$ cat src/design/assert_macros.svh
// Assertion helpers shared by the window stack engine.
`ifndef ASSERT_MACROS_SVH
`define ASSERT_MACROS_SVH

// Same-cycle implication, checked outside reset.
`define WSEE_ASSERT_IMP(lbl, clk, rstn, ante, cons) \
	lbl: assert property (@(posedge clk) disable iff (!rstn) (ante) |-> (cons)) \
	else $error("window stack engine: same-cycle check failed");

// Next-cycle implication, checked outside reset.
`define WSEE_ASSERT_NXT(lbl, clk, rstn, ante, cons) \
	lbl: assert property (@(posedge clk) disable iff (!rstn) (ante) |=> (cons)) \
	else $error("window stack engine: next-cycle check failed");

`endif

$ cat src/design/wsee_pkg.sv
package wsee_pkg;

	// Default number of window slots.
	localparam int unsigned MAX_WINDOWS_DEF = 8;

	// Geometry constants on the 16-bit signed working datapath.
	localparam logic signed [15:0] BTN_WIDTH   = 16'sd120;
	localparam logic signed [15:0] BTN_PITCH   = 16'sd124;
	localparam logic signed [15:0] BTN_START   = 16'sd4;
	localparam logic signed [15:0] DRAG_KEEP_X = 16'sd40;
	localparam logic signed [15:0] DRAG_KEEP_Y = 16'sd20;
	localparam logic signed [15:0] CLOSE_INSET = 16'sd4;
	localparam logic signed [15:0] CLOSE_DROP  = 16'sd3;

	// Reset values of the configuration registers.
	localparam logic [11:0] SCREEN_W_RST  = 12'd1024;
	localparam logic [11:0] SCREEN_H_RST  = 12'd768;
	localparam logic [5:0]  TITLE_H_RST   = 6'd24;
	localparam logic [5:0]  CLOSE_SZ_RST  = 6'd16;
	localparam logic [5:0]  TASKBAR_H_RST = 6'd30;

	typedef enum logic [2:0] {
		CMD_CREATE   = 3'd0,
		CMD_DESTROY  = 3'd1,
		CMD_BTN_DOWN = 3'd2,
		CMD_BTN_UP   = 3'd3,
		CMD_MOVE     = 3'd4
	} cmd_t;

	typedef enum logic [1:0] {
		STAT_DONE = 2'd0,
		STAT_FULL = 2'd1,
		STAT_NONE = 2'd2
	} status_t;

	typedef enum logic [2:0] {
		CFG_SCREEN_W  = 3'd0,
		CFG_SCREEN_H  = 3'd1,
		CFG_TITLE_H   = 3'd2,
		CFG_CLOSE_SZ  = 3'd3,
		CFG_TASKBAR_H = 3'd4
	} cfg_idx_t;

	typedef enum logic [1:0] {
		STK_NONE,
		STK_PUSH,
		STK_RAISE,
		STK_REMOVE
	} stk_op_t;

	typedef enum logic [3:0] {
		S_IDLE,
		S_DECODE,
		S_FIND,
		S_TASKBAR,
		S_WIN_RD,
		S_WIN_CMP,
		S_FETCH,
		S_LOAD,
		S_MOVE_WR,
		S_STACK,
		S_DONE
	} state_t;

	typedef struct packed {
		logic signed [12:0] left;
		logic signed [12:0] top;
		logic [11:0]        width;
		logic [11:0]        height;
	} rect_t;

	function automatic logic signed [15:0] sx13(input logic [12:0] v);
		return {{3{v[12]}}, v};
	endfunction

	function automatic logic signed [15:0] sx14(input logic [13:0] v);
		return {{2{v[13]}}, v};
	endfunction

	function automatic logic signed [15:0] zx12(input logic [11:0] v);
		return {4'b0000, v};
	endfunction

	function automatic logic signed [15:0] zx6(input logic [5:0] v);
		return {10'b0000000000, v};
	endfunction

endpackage

$ cat src/design/wsee_if.sv
// Event request channel.
interface wsee_evt_if;
	logic               valid;
	logic               ready;
	logic [2:0]         cmd;
	logic signed [12:0] pos_x;
	logic signed [12:0] pos_y;
	logic [11:0]        rect_width;
	logic [11:0]        rect_height;
	logic [2:0]         target_slot;

	modport source (output valid, cmd, pos_x, pos_y, rect_width, rect_height, target_slot,
		input ready);
	modport sink (input valid, cmd, pos_x, pos_y, rect_width, rect_height, target_slot,
		output ready);
endinterface

// Result request channel.
interface wsee_res_if;
	logic               valid;
	logic               ready;
	logic [1:0]         status;
	logic [2:0]         slot_out;
	logic [2:0]         top_slot;
	logic [3:0]         open_count;
	logic               drag_active;
	logic               was_closed;
	logic signed [12:0] new_left;
	logic signed [12:0] new_top;

	modport source (output valid, status, slot_out, top_slot, open_count, drag_active,
		was_closed, new_left, new_top, input ready);
	modport sink (input valid, status, slot_out, top_slot, open_count, drag_active,
		was_closed, new_left, new_top, output ready);
endinterface

$ cat src/design/wsee_rect_ram.sv
// Window rectangle store: one write port, one read port, registered read data.
// The user must read an entry only after it has been written by a create; the block itself does not enforce this.
module wsee_rect_ram #(
	parameter int unsigned DEPTH = wsee_pkg::MAX_WINDOWS_DEF,
	parameter int unsigned AW    = $clog2(DEPTH)
) (
	input  logic            clk,
	input  logic            we,
	input  logic [AW-1:0]   waddr,
	input  wsee_pkg::rect_t wdata,
	input  logic [AW-1:0]   raddr,
	output wsee_pkg::rect_t rdata
);

	wsee_pkg::rect_t mem_q [DEPTH];
	wsee_pkg::rect_t rdata_q;

	// Write port.
	always_ff @(posedge clk) begin
		if (we) begin
			mem_q[waddr] <= wdata;
		end
	end

	// Registered read port.
	always_ff @(posedge clk) begin
		rdata_q <= mem_q[raddr];
	end

	assign rdata = rdata_q;

endmodule

$ cat src/design/wsee_stack.sv
`include "assert_macros.svh"

// Stacking order (bottom at entry 0), open count and open flags.
module wsee_stack #(
	parameter int unsigned MAX_WINDOWS = wsee_pkg::MAX_WINDOWS_DEF,
	parameter int unsigned SW          = $clog2(MAX_WINDOWS),
	parameter int unsigned CW          = $clog2(MAX_WINDOWS + 1)
) (
	input  logic                   clk,
	input  logic                   arst_n,
	input  wsee_pkg::stk_op_t      op,
	input  logic [SW-1:0]          op_slot,
	input  logic [SW-1:0]          op_pos,
	input  logic [SW-1:0]          rd_idx,
	output logic [SW-1:0]          rd_slot,
	output logic [CW-1:0]          count,
	output logic [MAX_WINDOWS-1:0] visible,
	output logic [SW-1:0]          free_slot
);

	logic [SW-1:0]          order_q [MAX_WINDOWS];
	logic [CW-1:0]          count_q;
	logic [MAX_WINDOWS-1:0] vis_q;
	logic [SW-1:0]          top_idx;

	assign top_idx = SW'(count_q - CW'(1));

	// Lowest closed slot.
	always_comb begin
		free_slot = '0;
		for (int i = MAX_WINDOWS - 1; i >= 0; i--) begin
			if (!vis_q[i]) begin
				free_slot = SW'(i);
			end
		end
	end

	// Push, raise to top, or remove with the entries above sliding down.
	always_ff @(posedge clk or negedge arst_n) begin
		if (!arst_n) begin
			count_q <= '0;
			vis_q   <= '0;
			for (int j = 0; j < MAX_WINDOWS; j++) begin
				order_q[j] <= '0;
			end
		end else begin
			case (op)
				wsee_pkg::STK_PUSH: begin
					order_q[count_q[SW-1:0]] <= op_slot;
					vis_q[op_slot]           <= 1'b1;
					count_q                  <= count_q + CW'(1);
				end
				wsee_pkg::STK_RAISE: begin
					for (int j = 0; j < MAX_WINDOWS - 1; j++) begin
						if (CW'(j) >= CW'(op_pos) && CW'(j + 1) < count_q) begin
							order_q[j] <= order_q[j+1];
						end
					end
					order_q[top_idx] <= op_slot;
				end
				wsee_pkg::STK_REMOVE: begin
					for (int j = 0; j < MAX_WINDOWS - 1; j++) begin
						if (CW'(j) >= CW'(op_pos) && CW'(j + 1) < count_q) begin
							order_q[j] <= order_q[j+1];
						end
					end
					vis_q[op_slot] <= 1'b0;
					count_q        <= count_q - CW'(1);
				end
				default: begin
				end
			endcase
		end
	end

	assign rd_slot = order_q[rd_idx];
	assign count   = count_q;
	assign visible = vis_q;

	// The number of open windows equals the stack count.
	`WSEE_ASSERT_IMP(a_count_matches_open, clk, arst_n, 1'b1, $countones(vis_q) == count_q)

endmodule

$ cat src/design/window_stack_event_engine.sv
// Channel | Dir | Protocol           | Contents
// evt     | in  | valid/ready        | cmd, pos_x, pos_y, rect_width, rect_height, target_slot
// res     | out | valid/ready        | status, slot_out, top_slot, open_count, drag_active,
//         |     |                    | was_closed, new_left, new_top
// cfg     | in  | write enable/index | screen and chrome sizes, no read-back
//
// One event at a time.
// Destroy searches the stack one entry a cycle.
// A button down walks up to N taskbar buttons at one a cycle, then ends the strip and
// walks up to N windows from the top, each through a rectangle memory read and a compare.
// A new event is taken while the previous result still waits in the output register;
// the result of an event waits in its last state until that register is free.
// Reset is asynchronous and needs no clearing pass.
`include "assert_macros.svh"

module window_stack_event_engine #(
	parameter int unsigned MAX_WINDOWS = wsee_pkg::MAX_WINDOWS_DEF
) (
	input logic         clk,
	input logic         arst_n,
	input logic         cfg_we,
	input logic [2:0]   cfg_idx,
	input logic [11:0]  cfg_wdata,
	wsee_evt_if.sink    evt,
	wsee_res_if.source  res
);

	localparam int unsigned SW = $clog2(MAX_WINDOWS);
	localparam int unsigned CW = $clog2(MAX_WINDOWS + 1);

	wsee_pkg::state_t   state_q, state_d;

	// Configuration.
	logic [11:0]        sw_q, sh_q;
	logic [5:0]         title_h_q, close_sz_q, tb_h_q;

	// Captured event.
	logic [2:0]         cmd_q;
	logic [12:0]        px_q, py_q;
	logic [11:0]        rw_q, rh_q;
	logic [2:0]         tgt_q;

	// Working registers.
	logic [SW-1:0]      slot_q, pos_q;
	logic [CW-1:0]      idx_q;
	logic signed [15:0] bx_q;
	wsee_pkg::status_t  status_q;
	logic               closed_q;
	logic signed [12:0] nl_q, nt_q;
	wsee_pkg::stk_op_t  op_q;

	// Drag state.
	logic               drag_q;
	logic [SW-1:0]      drag_slot_q;
	logic [13:0]        gdx_q, gdy_q;

	// Result register.
	logic               out_valid_q;
	logic [1:0]         res_status_q;
	logic [2:0]         res_slot_q, res_top_q;
	logic [3:0]         res_count_q;
	logic               res_drag_q, res_closed_q;
	logic signed [12:0] res_left_q, res_top_pos_q;

	// Stack and memory connections.
	wsee_pkg::stk_op_t  stk_op;
	logic [SW-1:0]      stk_slot, stk_pos, rd_idx, rd_slot, free_slot;
	logic [CW-1:0]      stk_count;
	logic [MAX_WINDOWS-1:0] visible;
	logic               ram_we;
	logic [SW-1:0]      ram_waddr, ram_raddr;
	wsee_pkg::rect_t    ram_wdata, rd;

	logic               out_free, accept;
	logic [SW-1:0]      idx_m1, top_idx;

	wsee_stack #(.MAX_WINDOWS(MAX_WINDOWS), .SW(SW), .CW(CW)) u_stack (
		.clk      (clk),
		.arst_n   (arst_n),
		.op       (stk_op),
		.op_slot  (stk_slot),
		.op_pos   (stk_pos),
		.rd_idx   (rd_idx),
		.rd_slot  (rd_slot),
		.count    (stk_count),
		.visible  (visible),
		.free_slot(free_slot)
	);

	wsee_rect_ram #(.DEPTH(MAX_WINDOWS), .AW(SW)) u_ram (
		.clk  (clk),
		.we   (ram_we),
		.waddr(ram_waddr),
		.wdata(ram_wdata),
		.raddr(ram_raddr),
		.rdata(rd)
	);

	assign accept    = evt.valid && evt.ready;
	assign out_free  = !out_valid_q || res.ready;
	assign idx_m1    = SW'(idx_q - CW'(1));
	assign top_idx   = SW'(stk_count - CW'(1));
	assign ram_raddr = (state_q == wsee_pkg::S_WIN_RD) ? rd_slot : slot_q;
	assign evt.ready = (state_q == wsee_pkg::S_IDLE);

	// Geometry on a common 16-bit signed datapath.
	logic signed [15:0] x_p, y_p, l_r, t_r, w_r, h_r, cb, sh, sh_tb;
	logic signed [15:0] right, bottom, cx, cy, mx, my, x_lo, x1, y1, x_hi, x2, y_hi, y2;
	logic               full, dest_ok, move_ok, in_strip, tb_hit, in_win, in_close, in_title;

	always_comb begin
		x_p    = wsee_pkg::sx13(px_q);
		y_p    = wsee_pkg::sx13(py_q);
		l_r    = wsee_pkg::sx13(rd.left);
		t_r    = wsee_pkg::sx13(rd.top);
		w_r    = wsee_pkg::zx12(rd.width);
		h_r    = wsee_pkg::zx12(rd.height);
		cb     = wsee_pkg::zx6(close_sz_q);
		sh     = wsee_pkg::zx12(sh_q);
		sh_tb  = sh - wsee_pkg::zx6(tb_h_q);

		full     = (stk_count == CW'(MAX_WINDOWS));
		dest_ok  = (32'(tgt_q) < MAX_WINDOWS) && visible[SW'(tgt_q)];
		move_ok  = drag_q && visible[drag_slot_q];
		in_strip = (y_p >= sh_tb) && (y_p < sh);
		tb_hit   = (x_p >= bx_q) && (x_p < bx_q + wsee_pkg::BTN_WIDTH);

		// Window body, close box and title bar tests.
		right    = l_r + w_r;
		bottom   = t_r + h_r;
		cx       = right - cb - wsee_pkg::CLOSE_INSET;
		cy       = t_r + wsee_pkg::CLOSE_DROP;
		in_win   = (x_p >= l_r) && (x_p < right) && (y_p >= t_r) && (y_p < bottom);
		in_close = (x_p >= cx) && (x_p < cx + cb) && (y_p >= cy) && (y_p < cy + cb);
		in_title = y_p < t_r + wsee_pkg::zx6(title_h_q);

		// Drag target, clamped in a fixed order where the later clamp wins.
		mx   = x_p - wsee_pkg::sx14(gdx_q);
		my   = y_p - wsee_pkg::sx14(gdy_q);
		x_lo = wsee_pkg::DRAG_KEEP_X - w_r;
		x1   = (mx < x_lo) ? x_lo : mx;
		y1   = (my < 16'sd0) ? 16'sd0 : my;
		x_hi = wsee_pkg::zx12(sw_q) - wsee_pkg::DRAG_KEEP_X;
		x2   = (x1 > x_hi) ? x_hi : x1;
		y_hi = sh_tb - wsee_pkg::DRAG_KEEP_Y;
		y2   = (y1 > y_hi) ? y_hi : y1;
	end

	// State register.
	always_ff @(posedge clk or negedge arst_n) begin
		if (!arst_n) begin
			state_q <= wsee_pkg::S_IDLE;
		end else begin
			state_q <= state_d;
		end
	end

	// Next state, stack operations and memory accesses.
	always_comb begin
		state_d   = state_q;
		stk_op    = wsee_pkg::STK_NONE;
		stk_slot  = slot_q;
		stk_pos   = pos_q;
		rd_idx    = idx_q[SW-1:0];
		ram_we    = 1'b0;
		ram_waddr = free_slot;
		ram_wdata = '{left: px_q, top: py_q, width: rw_q, height: rh_q};
		case (state_q)
			wsee_pkg::S_IDLE: begin
				if (evt.valid) begin
					state_d = wsee_pkg::S_DECODE;
				end
			end
			wsee_pkg::S_DECODE: begin
				state_d = wsee_pkg::S_DONE;
				case (cmd_q)
					wsee_pkg::CMD_CREATE: begin
						if (!full) begin
							ram_we   = 1'b1;
							stk_op   = wsee_pkg::STK_PUSH;
							stk_slot = free_slot;
						end
					end
					wsee_pkg::CMD_DESTROY: begin
						if (dest_ok) begin
							state_d = wsee_pkg::S_FIND;
						end
					end
					wsee_pkg::CMD_BTN_DOWN: begin
						state_d = in_strip ? wsee_pkg::S_TASKBAR : wsee_pkg::S_WIN_RD;
					end
					wsee_pkg::CMD_BTN_UP: begin
						if (drag_q) begin
							state_d = wsee_pkg::S_FETCH;
						end
					end
					wsee_pkg::CMD_MOVE: begin
						if (move_ok) begin
							state_d = wsee_pkg::S_FETCH;
						end
					end
					default: begin
					end
				endcase
			end
			wsee_pkg::S_FIND: begin
				if (rd_slot == slot_q) begin
					state_d = wsee_pkg::S_FETCH;
				end
			end
			wsee_pkg::S_TASKBAR: begin
				if (idx_q == stk_count) begin
					state_d = wsee_pkg::S_WIN_RD;
				end else if (tb_hit) begin
					state_d = wsee_pkg::S_FETCH;
				end
			end
			wsee_pkg::S_WIN_RD: begin
				rd_idx  = idx_m1;
				state_d = (idx_q == '0) ? wsee_pkg::S_DONE : wsee_pkg::S_WIN_CMP;
			end
			wsee_pkg::S_WIN_CMP: begin
				state_d = in_win ? wsee_pkg::S_STACK : wsee_pkg::S_WIN_RD;
			end
			wsee_pkg::S_FETCH: begin
				state_d = (cmd_q == wsee_pkg::CMD_MOVE) ? wsee_pkg::S_MOVE_WR : wsee_pkg::S_LOAD;
			end
			wsee_pkg::S_LOAD: begin
				state_d = wsee_pkg::S_STACK;
			end
			wsee_pkg::S_MOVE_WR: begin
				ram_we    = 1'b1;
				ram_waddr = slot_q;
				ram_wdata = '{left: 13'(x2), top: 13'(y2), width: rd.width, height: rd.height};
				state_d   = wsee_pkg::S_DONE;
			end
			wsee_pkg::S_STACK: begin
				stk_op  = op_q;
				state_d = wsee_pkg::S_DONE;
			end
			wsee_pkg::S_DONE: begin
				rd_idx = top_idx;
				if (out_free) begin
					state_d = wsee_pkg::S_IDLE;
				end
			end
			default: begin
				state_d = wsee_pkg::S_IDLE;
			end
		endcase
	end

	// Event capture and working registers.
	always_ff @(posedge clk) begin
		if (accept) begin
			cmd_q <= evt.cmd;
			px_q  <= evt.pos_x;
			py_q  <= evt.pos_y;
			rw_q  <= evt.rect_width;
			rh_q  <= evt.rect_height;
			tgt_q <= evt.target_slot;
		end
		case (state_q)
			wsee_pkg::S_DECODE: begin
				status_q <= wsee_pkg::STAT_NONE;
				closed_q <= 1'b0;
				op_q     <= wsee_pkg::STK_NONE;
				idx_q    <= '0;
				bx_q     <= wsee_pkg::BTN_START;
				case (cmd_q)
					wsee_pkg::CMD_CREATE: begin
						status_q <= full ? wsee_pkg::STAT_FULL : wsee_pkg::STAT_DONE;
						slot_q   <= free_slot;
						nl_q     <= px_q;
						nt_q     <= py_q;
					end
					wsee_pkg::CMD_DESTROY: begin
						slot_q <= SW'(tgt_q);
						op_q   <= wsee_pkg::STK_REMOVE;
						if (dest_ok) begin
							status_q <= wsee_pkg::STAT_DONE;
						end
					end
					wsee_pkg::CMD_BTN_DOWN: begin
						if (!in_strip) begin
							idx_q <= stk_count;
						end
					end
					wsee_pkg::CMD_BTN_UP: begin
						slot_q <= drag_slot_q;
						if (drag_q) begin
							status_q <= wsee_pkg::STAT_DONE;
						end
					end
					wsee_pkg::CMD_MOVE: begin
						slot_q <= drag_slot_q;
						if (move_ok) begin
							status_q <= wsee_pkg::STAT_DONE;
						end
					end
					default: begin
					end
				endcase
			end
			wsee_pkg::S_FIND: begin
				if (rd_slot == slot_q) begin
					pos_q <= idx_q[SW-1:0];
				end else begin
					idx_q <= idx_q + CW'(1);
				end
			end
			wsee_pkg::S_TASKBAR: begin
				if (idx_q != stk_count) begin
					if (tb_hit) begin
						slot_q   <= rd_slot;
						pos_q    <= idx_q[SW-1:0];
						op_q     <= wsee_pkg::STK_RAISE;
						status_q <= wsee_pkg::STAT_DONE;
					end else begin
						idx_q <= idx_q + CW'(1);
						bx_q  <= bx_q + wsee_pkg::BTN_PITCH;
					end
				end
			end
			wsee_pkg::S_WIN_RD: begin
				slot_q <= rd_slot;
				pos_q  <= idx_m1;
			end
			wsee_pkg::S_WIN_CMP: begin
				if (in_win) begin
					status_q <= wsee_pkg::STAT_DONE;
					nl_q     <= rd.left;
					nt_q     <= rd.top;
					// A close after a raise is the same as removing from where it stood.
					if (in_close) begin
						op_q     <= wsee_pkg::STK_REMOVE;
						closed_q <= 1'b1;
					end else begin
						op_q <= wsee_pkg::STK_RAISE;
					end
				end else begin
					idx_q <= idx_q - CW'(1);
				end
			end
			wsee_pkg::S_LOAD: begin
				nl_q <= rd.left;
				nt_q <= rd.top;
			end
			wsee_pkg::S_MOVE_WR: begin
				nl_q <= 13'(x2);
				nt_q <= 13'(y2);
			end
			default: begin
			end
		endcase
	end

	// Configuration, drag state and result valid.
	always_ff @(posedge clk or negedge arst_n) begin
		if (!arst_n) begin
			sw_q        <= wsee_pkg::SCREEN_W_RST;
			sh_q        <= wsee_pkg::SCREEN_H_RST;
			title_h_q   <= wsee_pkg::TITLE_H_RST;
			close_sz_q  <= wsee_pkg::CLOSE_SZ_RST;
			tb_h_q      <= wsee_pkg::TASKBAR_H_RST;
			drag_q      <= 1'b0;
			drag_slot_q <= '0;
			gdx_q       <= '0;
			gdy_q       <= '0;
			out_valid_q <= 1'b0;
		end else begin
			if (cfg_we) begin
				case (cfg_idx)
					wsee_pkg::CFG_SCREEN_W:  sw_q       <= cfg_wdata;
					wsee_pkg::CFG_SCREEN_H:  sh_q       <= cfg_wdata;
					wsee_pkg::CFG_TITLE_H:   title_h_q  <= cfg_wdata[5:0];
					wsee_pkg::CFG_CLOSE_SZ:  close_sz_q <= cfg_wdata[5:0];
					wsee_pkg::CFG_TASKBAR_H: tb_h_q     <= cfg_wdata[5:0];
					default: begin
					end
				endcase
			end
			if (state_q == wsee_pkg::S_DECODE && cmd_q == wsee_pkg::CMD_BTN_UP) begin
				drag_q      <= 1'b0;
				drag_slot_q <= '0;
			end
			// A title bar hit that is not in the close box starts a drag.
			if (state_q == wsee_pkg::S_WIN_CMP && in_win && !in_close && in_title) begin
				drag_q      <= 1'b1;
				drag_slot_q <= slot_q;
				gdx_q       <= 14'(x_p - l_r);
				gdy_q       <= 14'(y_p - t_r);
			end
			if (state_q == wsee_pkg::S_DONE && out_free) begin
				out_valid_q <= 1'b1;
			end else if (res.ready) begin
				out_valid_q <= 1'b0;
			end
		end
	end

	// Result payload; slot_out, new_left and new_top read as zero unless the event was done.
	always_ff @(posedge clk) begin
		if (state_q == wsee_pkg::S_DONE && out_free) begin
			res_status_q  <= status_q;
			res_top_q     <= (stk_count != '0) ? 3'(rd_slot) : 3'd0;
			res_count_q   <= 4'(stk_count);
			res_drag_q    <= drag_q;
			res_closed_q  <= closed_q;
			if (status_q == wsee_pkg::STAT_DONE) begin
				res_slot_q    <= 3'(slot_q);
				res_left_q    <= nl_q;
				res_top_pos_q <= nt_q;
			end else begin
				res_slot_q    <= 3'd0;
				res_left_q    <= '0;
				res_top_pos_q <= '0;
			end
		end
	end

	assign res.valid       = out_valid_q;
	assign res.status      = res_status_q;
	assign res.slot_out    = res_slot_q;
	assign res.top_slot    = res_top_q;
	assign res.open_count  = res_count_q;
	assign res.drag_active = res_drag_q;
	assign res.was_closed  = res_closed_q;
	assign res.new_left    = res_left_q;
	assign res.new_top     = res_top_pos_q;

	`WSEE_ASSERT_IMP(a_quiet_fields, clk, arst_n, res.valid && res.status != wsee_pkg::STAT_DONE, res.slot_out == 3'd0 && res.new_left == 13'sd0 && res.new_top == 13'sd0 && !res.was_closed)
	`WSEE_ASSERT_IMP(a_close_is_done, clk, arst_n, res.valid && res.was_closed, res.status == wsee_pkg::STAT_DONE && !res.drag_active || res.status == wsee_pkg::STAT_DONE)
	`WSEE_ASSERT_NXT(a_accept_decodes, clk, arst_n, accept, state_q == wsee_pkg::S_DECODE)
	`WSEE_ASSERT_IMP(a_move_needs_drag, clk, arst_n, state_q == wsee_pkg::S_MOVE_WR, drag_q && visible[drag_slot_q])

endmodule
$ cat src/flat_wrapper.sv
// flat-port wrapper written by rule: the top's interface ports become plain ports
module window_stack_event_engine_flat 
#(
	parameter int unsigned MAX_WINDOWS = wsee_pkg::MAX_WINDOWS_DEF
)
  (clk, arst_n, cfg_we, cfg_idx, cfg_wdata, evt_valid, evt_cmd, evt_pos_x, evt_pos_y, evt_rect_width, evt_rect_height, evt_target_slot, evt_ready, res_valid, res_status, res_slot_out, res_top_slot, res_open_count, res_drag_active, res_was_closed, res_new_left, res_new_top, res_ready);
  wsee_evt_if evt_i ();
  wsee_res_if res_i ();
  input logic clk;
  input logic arst_n;
  input logic cfg_we;
  input logic [2:0] cfg_idx;
  input logic [11:0] cfg_wdata;
  input wire logic [$bits(evt_i.valid)-1:0] evt_valid;
  input wire logic [$bits(evt_i.cmd)-1:0] evt_cmd;
  input wire logic [$bits(evt_i.pos_x)-1:0] evt_pos_x;
  input wire logic [$bits(evt_i.pos_y)-1:0] evt_pos_y;
  input wire logic [$bits(evt_i.rect_width)-1:0] evt_rect_width;
  input wire logic [$bits(evt_i.rect_height)-1:0] evt_rect_height;
  input wire logic [$bits(evt_i.target_slot)-1:0] evt_target_slot;
  output wire logic [$bits(evt_i.ready)-1:0] evt_ready;
  output wire logic [$bits(res_i.valid)-1:0] res_valid;
  output wire logic [$bits(res_i.status)-1:0] res_status;
  output wire logic [$bits(res_i.slot_out)-1:0] res_slot_out;
  output wire logic [$bits(res_i.top_slot)-1:0] res_top_slot;
  output wire logic [$bits(res_i.open_count)-1:0] res_open_count;
  output wire logic [$bits(res_i.drag_active)-1:0] res_drag_active;
  output wire logic [$bits(res_i.was_closed)-1:0] res_was_closed;
  output wire logic [$bits(res_i.new_left)-1:0] res_new_left;
  output wire logic [$bits(res_i.new_top)-1:0] res_new_top;
  input wire logic [$bits(res_i.ready)-1:0] res_ready;
  assign evt_i.valid = evt_valid;
  assign evt_i.cmd = evt_cmd;
  assign evt_i.pos_x = evt_pos_x;
  assign evt_i.pos_y = evt_pos_y;
  assign evt_i.rect_width = evt_rect_width;
  assign evt_i.rect_height = evt_rect_height;
  assign evt_i.target_slot = evt_target_slot;
  assign evt_ready = evt_i.ready;
  assign res_valid = res_i.valid;
  assign res_status = res_i.status;
  assign res_slot_out = res_i.slot_out;
  assign res_top_slot = res_i.top_slot;
  assign res_open_count = res_i.open_count;
  assign res_drag_active = res_i.drag_active;
  assign res_was_closed = res_i.was_closed;
  assign res_new_left = res_i.new_left;
  assign res_new_top = res_i.new_top;
  assign res_i.ready = res_ready;
  window_stack_event_engine #(.MAX_WINDOWS(MAX_WINDOWS)) u_core (.clk(clk), .arst_n(arst_n), .cfg_we(cfg_we), .cfg_idx(cfg_idx), .cfg_wdata(cfg_wdata), .evt(evt_i), .res(res_i));
endmodule
$ cat config.mk
export PLATFORM = sky130hd
export DESIGN_NAME = window_stack_event_engine_flat
export DESIGN_NICKNAME = d
export VERILOG_FILES = /design/src/design/wsee_pkg.sv /design/src/design/wsee_if.sv /design/src/design/wsee_rect_ram.sv /design/src/design/wsee_stack.sv /design/src/design/window_stack_event_engine.sv /design/src/flat_wrapper.sv
export VERILOG_INCLUDE_DIRS = /design/src /design/src/design
export SDC_FILE = /design/constraint.sdc
export NUM_CORES = 1
export LEC_CHECK = 0
export BUFFER_PORTS_ARGS = -buffer_cell sky130_fd_sc_hd__clkbuf_2
export CORE_UTILIZATION = 63
export CTS_CLUSTER_SIZE = 28
export DETAILED_ROUTE_END_ITERATION = 7
export PLACE_DENSITY = 0.9
export RECOVER_POWER = 100
export SLEW_MARGIN = 20
export SYNTH_ARGS = -nofsm -noshare
export SYNTH_HDL_FRONTEND = slang
export SYNTH_SLANG_ARGS = --single-unit
$ cat constraint.sdc
create_clock -name clk -period 12.8 [get_ports clk]
set_input_delay 0.64 -clock clk [delete_from_list [all_inputs] [get_ports clk]]
set_output_delay 0.64 -clock clk [all_outputs]
set_load 0.02 [all_outputs]
==> impl_metrics.tcl, run 1 <==
set metrics [dict create \
    status "complete, but fails checks" \
    violations "max-capacitance violations, max-slew violations" \
    slew_viol_final 927 \
    syn_area_um2 39800 \
    rsz0062_at_grt "no" \
    finalNetCount 3853 \
    cts_root_buf "clkbuf_16" \
    hp-class "in -> reg" \
    portBuffers 117 \
    hold_buffers 0 \
    first_global_vias 27900 \
    crit_type "reg -> reg" \
    synth_ff_type "edfxtp_1" \
    yosys-top-cells-area "edfxtp_1 42%, ha_1 9.9%, dfrtp_1 6.6%" \
    gp_congestion 0.974 \
    cp_max_fo 31 \
    area_growth_pct 9.92 \
    num_vias 28500 \
    nFillCells 4090 \
    wl_per_cell_um 23.7 \
    critPathRequiredTime_ps 13310 \
    row_count 91 \
    track_usage_pct 32.5 \
    clk_path_buf_depth 3 \
    worstHoldPathCells 1 \
    start_util_pct 64.2 \
    crit_buf_inv 1 \
    relSlewSlack_pct -231 \
    viasPerCell 6.54 \
    core_area_um2 62100 \
    tightest_slew_ps 4960 \
    hold_viol_final 0 \
    h-tree-depth 3 \
    yosysSeqAreaShare_pct 51.3 \
    grt_start_max_net_pins 102 \
    clkTransAtPathRegs_ps 60 \
    post-route-period-util_pct 73.0 \
    reg2reg_slack_ps 3450 \
    boundaryPins 118 \
    max_clock_freq_mhz 107 \
    ys_seq_elements 716 \
    crit_path_end_kind "flop" \
    drtPass1Iterations 6 \
    setup_viol 0 \
    synthTopCellsByCount "551 x edfxtp_1, 314 x ha_1, 260 x nand2_1" \
    syn_inst 3329 \
    synth_cell_types 91 \
    final-seq-area_um2 20400 \
    cp_top_family "simple AND/OR/NAND/NOR gates" \
    drc 0 \
    hpwl_mm 69.4 \
    dieWidth_um 253 \
    drive_gt1_share_pct 11.8 \
    synth_top_area_share_pct 41.6 \
    worst_ir_drop_vdd_uv 328 \
    synthDominantAreaCellType "edfxtp_1" \
    grt_first_pass_wirelength_mm 158 \
    antenna_found_initial 1 \
    hp-start "evt_rect_width[11]" \
    r2r_cells 28 \
    post_cts_buffers 0 \
    overflow 0 \
    drt-total-wl_mm 103 \
    insertion_delay_ps 660 \
    clkSinkCount 716 \
    cts_resized 0 \
    slowest_delay_ps 1670 \
    tns_ps 0 \
    critPathArrivalTime_ps 9850 \
    holdPathEnd "u_core.rw_q[11]$_DFFE_PP_" \
    die_area_um2 64200 \
    yosysMostFrequentCell "edfxtp_1" \
    cp-start-kind "flop" \
    cts_buffers 75 \
    final_antenna_net_count 0 \
    async_flop_share_pct 16.1 \
    synth.avg_cell_area_um2 12.0 \
    multi_input_area_um2 18200 \
    fp.dieH_um 253 \
    final_area_um2 43800 \
    cts_tree "yes" \
    synth_nets 3730 \
    place_area_um2 41400 \
    synth_edf_count 551 \
    r2r-end "u_core.gdy_q[0]$_DFFE_PN0P_" \
    power.density_nw_per_um2 305 \
    drv_cap 20 \
    min_period_ps 9350 \
    cp_slowest_cell "and2_0" \
    leakage_nw 16.8 \
    crit-reg2reg-launch "u_core.u_ram.rdata[12]$_DFF_P_" \
    fin_skew_ps 35.0 \
    drt_iter0_drc 3115 \
    ys_warn_count 0 \
]
## layout make-up
type | count | area share, %
Inverter | 231 | 1.98
Tap cell | 837 | 2.39
Clock buffer | 97 | 4.57
Sequential cell | 716 | 46.7
Antenna cell | 1 | 0.00572
Timing Repair Buffer | 149 | 1.52
Clock inverter | 42 | 1.34
Multi-Input combinational cell | 2279 | 41.5
## metal layers
layer / GRT usage, % / vias to the layer above / wire length (um) / part of all wire (%)
met5: 0 / - / 0 / 0
met4: 16.8 / 0 / 5350 / 5.2
met3: 5.15 / 316 / 10000 / 9.7
met2: 51.8 / 1644 / 47900 / 46
met1: 43.4 / 13800 / 40000 / 39
li1: - / 12700 / - / -
## kinds of logic (layout without fill, tap and decap cells)
| kind of cell | after synthesis | after routing | share of synthesized area (%) |
|---|---|---|---|
| adders and majority gates | 326 | 326 | 10.4 |
| xor gates and xnor gates | 175 | 175 | 3.85 |
| other | 0 | 1 | 0 |
| and+or+nand+nor | 807 | 807 | 9.71 |
| buffers and inverters | 334 | 519 | 3.29 |
| muxes | 218 | 218 | 9.18 |
| AOI/OAI and AO/OA | 753 | 753 | 12.2 |
| DFF | 716 | 716 | 51.3 |
## worst reg2reg max path: cells and delay by family, from the launching register on
| family | cells | cell delay [ps] |
|---|---|---|
| AOI/OAI and AO/OA | 12 | 2560 |
| xor gates and xnor gates | 3 | 480 |
| adders and majority gates | 4 | 1430 |
| buffers and inverters | 1 | 1120 |
| DFF | 1 | 420 |
| muxes | 1 | 410 |
| and+or+nand+nor | 7 | 2780 |
## worst max-delay path by stage
| stage | startpoint | end | depth (start not counted) |
|---|---|---|---|
| 2_1_floorplan | u_core.px_q[0]$_DFFE_PP_ | u_core.u_ram.mem_q[0][42]$_DFFE_PP_ | 34 |
| 3_3_place_gp | u_core.px_q[0]$_DFFE_PP_ | u_core.u_ram.mem_q[1][40]$_DFFE_PP_ | 33 |
| 3_5_place_dp | u_core.px_q[0]$_DFFE_PP_ | u_core.u_ram.mem_q[3][38]$_DFFE_PP_ | 32 |
| 4_1_cts | u_core.px_q[0]$_DFFE_PP_ | u_core.u_ram.mem_q[7][40]$_DFFE_PP_ | 31 |
| 5_1_grt | u_core.u_ram.rdata[12]$_DFF_P_ | u_core.drag_slot_q[0]$_DFFE_PN0P_ | 28 |
| 6_report | u_core.u_ram.rdata[12]$_DFF_P_ | u_core.gdy_q[0]$_DFFE_PN0P_ | 28 |
## where the power goes
group	switching, mW	leakage [nW]	internal, mW	total [mW]
Clock	0.950	1.26	1.33	2.28
Combinational	4.40	8.60	3.26	7.65
Sequential	0.442	6.91	2.95	3.40
## flip-flops by register name, indices dropped and copies added, names as in the netlist, 6 cells and up, named ones only
name,cells
u_core.tb_h_q,6
u_core.u_ram.mem_q,400
u_core.gdx_q,14
u_core.title_h_q,6
u_core.py_q,13
u_core.close_sz_q,6
u_core.rw_q,12
u_core.rh_q,12
u_core.gdy_q,14
u_core.nt_q,13
u_core.res.new_left,13
u_core.sw_q,12
u_core.res.new_top,13
u_core.u_stack.order_q,24
u_core.u_ram.rdata,50
u_core.sh_q,12
u_core.px_q,13
u_core.bx_q,14
u_core.nl_q,13
## cell usage in the layout, fill, tap and decap left out, types with 75 or more instances in the layout
master     Yosys  layout
a21oi_1      168     165
clkbuf_1      76      95
clkbuf_16      0      75
dfrtp_1      105     105
edfxtp_1     551     551
ha_1         314     314
inv_1        228     228
mux4_2       109     109
nand2_1      260     260
nor2_1       181     171
o21ai_0      191     210
xnor2_1      126     126
## metrics by stage
step | hold WS (ps) | worst slack (ps) | instances | power, mW | utilization, %
floorplan | 344 | 5700 | 3329 | 8.99 | -
global placement | 428 | 5170 | 4211 | 10.5 | 66.7
detailed placement | 436 | 5000 | 4211 | 10.8 | 66.7
CTS | 39.8 | 4920 | 4350 | 13.2 | 70.9
global route | 143 | 2800 | 4352 | 14.3 | 70.5
finish | 165 | 3450 | 4352 | 13.3 | 70.5
Note: power is estimated with default switching activity, not from simulation.
==> run 2, diff against run 1 <==
--- a/config.mk
+++ b/config.mk
@@ -7,10 +7,10 @@
 export NUM_CORES = 1
 export LEC_CHECK = 0
 export BUFFER_PORTS_ARGS = -buffer_cell sky130_fd_sc_hd__clkbuf_2
-export CORE_UTILIZATION = 63
+export CORE_UTILIZATION = 57
 export CTS_CLUSTER_SIZE = 28
 export DETAILED_ROUTE_END_ITERATION = 7
-export PLACE_DENSITY = 0.9
+export PLACE_DENSITY = 0.86
 export RECOVER_POWER = 100
 export SLEW_MARGIN = 20
 export SYNTH_ARGS = -nofsm -noshare
==> constraint.sdc (replaced) <==
create_clock -name clk -period 7.8 [get_ports clk]
set_input_delay 0.39 -clock clk [delete_from_list [all_inputs] [get_ports clk]]
set_output_delay 0.39 -clock clk [all_outputs]
set_load 0.02 [all_outputs]
==> run 2 against run 1 <==
Effect of this change: the flow still finishes with violations (max-capacitance violations, max-slew violations); worst hold slack got worse by 120 ps; total power rose by 64%; via count rose by 0.92%.
==> impl_metrics.tcl, run 2 (synthesis gave the netlist of run 1 again) <==
set metrics [dict create \
    final-seq-area_um2 20400 \
    cts_root_buf "clkbuf_16" \
    critPathRequiredTime_ps 8100 \
    area_growth_pct 12.2 \
    insertion_delay_ps 650 \
    tns_ps 0 \
    rsz0062_at_grt "no" \
    drc 0 \
    viasPerCell 6.34 \
    pre_cts_slack_ps 250 \
    dieWidth_um 266 \
    drtPass1Iterations 6 \
    slew_viol_final 773 \
    start_util_pct 57.9 \
    portBuffers 117 \
    finalNetCount 3936 \
    post_cts_buffers 0 \
    power.density_nw_per_um2 491 \
    cp_max_fo 8 \
    num_vias 28700 \
    leakage_nw 17.1 \
    clkSinkCount 716 \
    crit_type "reg -> reg" \
    cp-start-kind "flop" \
    cts_tree "yes" \
    drv_cap 17 \
    grt_start_max_net_pins 102 \
    drt_iter0_drc 3083 \
    final_common_cell "edfxtp_1" \
    die_area_um2 70900 \
    cts_buffers 77 \
    first_global_vias 28200 \
    final_cell_mix "551 x edfxtp_1, 314 x ha_1, 260 x nand2_1, 228 x inv_1, 198 x o21ai_0" \
    crit_path_end_kind "flop" \
    final_util_pct 64.9 \
    wl_per_cell_um 23.6 \
    final_antenna_net_count 0 \
    relSlewSlack_pct -231 \
    grt_first_pass_wirelength_mm 162 \
    largest-register "u_core.u_ram.mem_q" \
    row_count 96 \
    setup_ws_ps 596 \
    post-route-period-util_pct 92.4 \
    overflow 0 \
    hpwl_mm 70.7 \
    core_area_um2 68800 \
    drt-total-wl_mm 107 \
    drive_gt1_share_pct 13.0 \
    antenna_found_initial 3 \
    clk_path_buf_depth 3 \
    hp-class "in -> reg" \
    timing.hold.ws_ps 43.0 \
    tightest_slew_ps 4960 \
    max_clock_freq_mhz 139 \
    nFillCells 4918 \
    largest_reg_flops 400 \
    power_mw 21.9 \
    worst_ir_drop_vdd_uv 609 \
    clkTransAtPathRegs_ps 70 \
    violations "max-capacitance violations, max-slew violations" \
    diodes 0 \
    h-tree-depth 3 \
    hold_viol_final 0 \
    multi_input_area_um2 18200 \
    status "complete, but fails checks" \
    fin_skew_ps 36.2 \
    track_usage_pct 30.2 \
    boundaryPins 118 \
    fp.dieH_um 266 \
    min_period_ps 7200 \
    setup_viol 0 \
    critPathArrivalTime_ps 7510 \
    gp_congestion 0.985 \
]
-- run 2: metrics by stage --
stage,instances,cell area (um^2)
after floorplan,3329,39800
after global placement,4333,41700
after detailed placement,4333,41700
after CTS,4531,44800
after global routing,4531,44700
final,4531,44700
-- run 2: final timing paths --
| path | startpoint | endpoint | slack, ps | depth (start not counted) |
|---|---|---|---|---|
| max | u_core.py_q[0]$_DFFE_PP_ | u_core.u_ram.mem_q[2][30]$_DFFE_PP_ | 600 | 26 |
| min | cfg_wdata[6] | u_core.sh_q[6]$_DFFE_PN0P_ | 40 | 3 |
| max reg2reg | u_core.py_q[0]$_DFFE_PP_ | u_core.u_ram.mem_q[2][30]$_DFFE_PP_ | 600 | 26 |
| min reg2reg | u_core.closed_q$_DFFE_PP_ | u_core.res.was_closed$_DFFE_PP_ | 500 | 0 |
| max in group asynchronous | arst_n | u_core.state_q[0]$_DFFE_PN0P_ | 1710 | 3 |
| min in group asynchronous | arst_n | u_core.sh_q[11]$_DFFE_PN0P_ | 1110 | 2 |
-- run 2: worst max-delay path: stages (launching register included) --
cell      delay, ps
edfxtp_1        400
inv_1           190
ha_1            200
inv_1            50
fa_1            410
a21o_1          210
a21oi_1         220
o21ai_0         110
a21oi_1         230
o21ai_0         230
a41oi_1         420
a311oi_1        160
clkbuf_1        210
and2_0          220
ha_1            320
nor2b_1         130
o21a_1          160
o21a_1          160
o21a_1          160
o21a_1          170
o21a_1          170
o211ai_1        160
a31oi_1         110
a211oi_2        530
buf_4           300
mux2_1          410
o21ai_0         790
-- run 2: report_power, final --
| group | switching [mW] | internal (mW) |
|---|---|---|
| Combinational | 7.34 | 5.39 |
| Clock | 1.60 | 2.07 |
| Sequential | 0.681 | 4.84 |
-- run 2: area by class of cell --
type                    count  share of cell area (%)
multi-input cells        2279                    40.7
inverters                 231                    1.94
clock inverters            53                    1.18
clock buffers              91                    4.57
repair buffers            230                    3.24
flip-flops and latches    716                    45.8
well taps                 931                    2.61
-- run 2: what timing repair did --
| action | CTS | global route |
|---|---|---|
| endpoints found under the hold margin | 85 | 0 |
| hold buffers | 54 | 0 |
| setup endpoints to repair | 0 | 115 |
| gates resized for setup | 0 | 17 |
-- run 2: routing by layer --
metal	global-route usage, %	vias up	wire [um]	share of wire [%]
met2	48.4	1636	49700	47
met4	15.8	2	5700	5.3
met3	5.58	354	10600	9.9
li1	-	12900	-	-
met1	39.3	13900	40800	38
met5	0	-	13	0.012
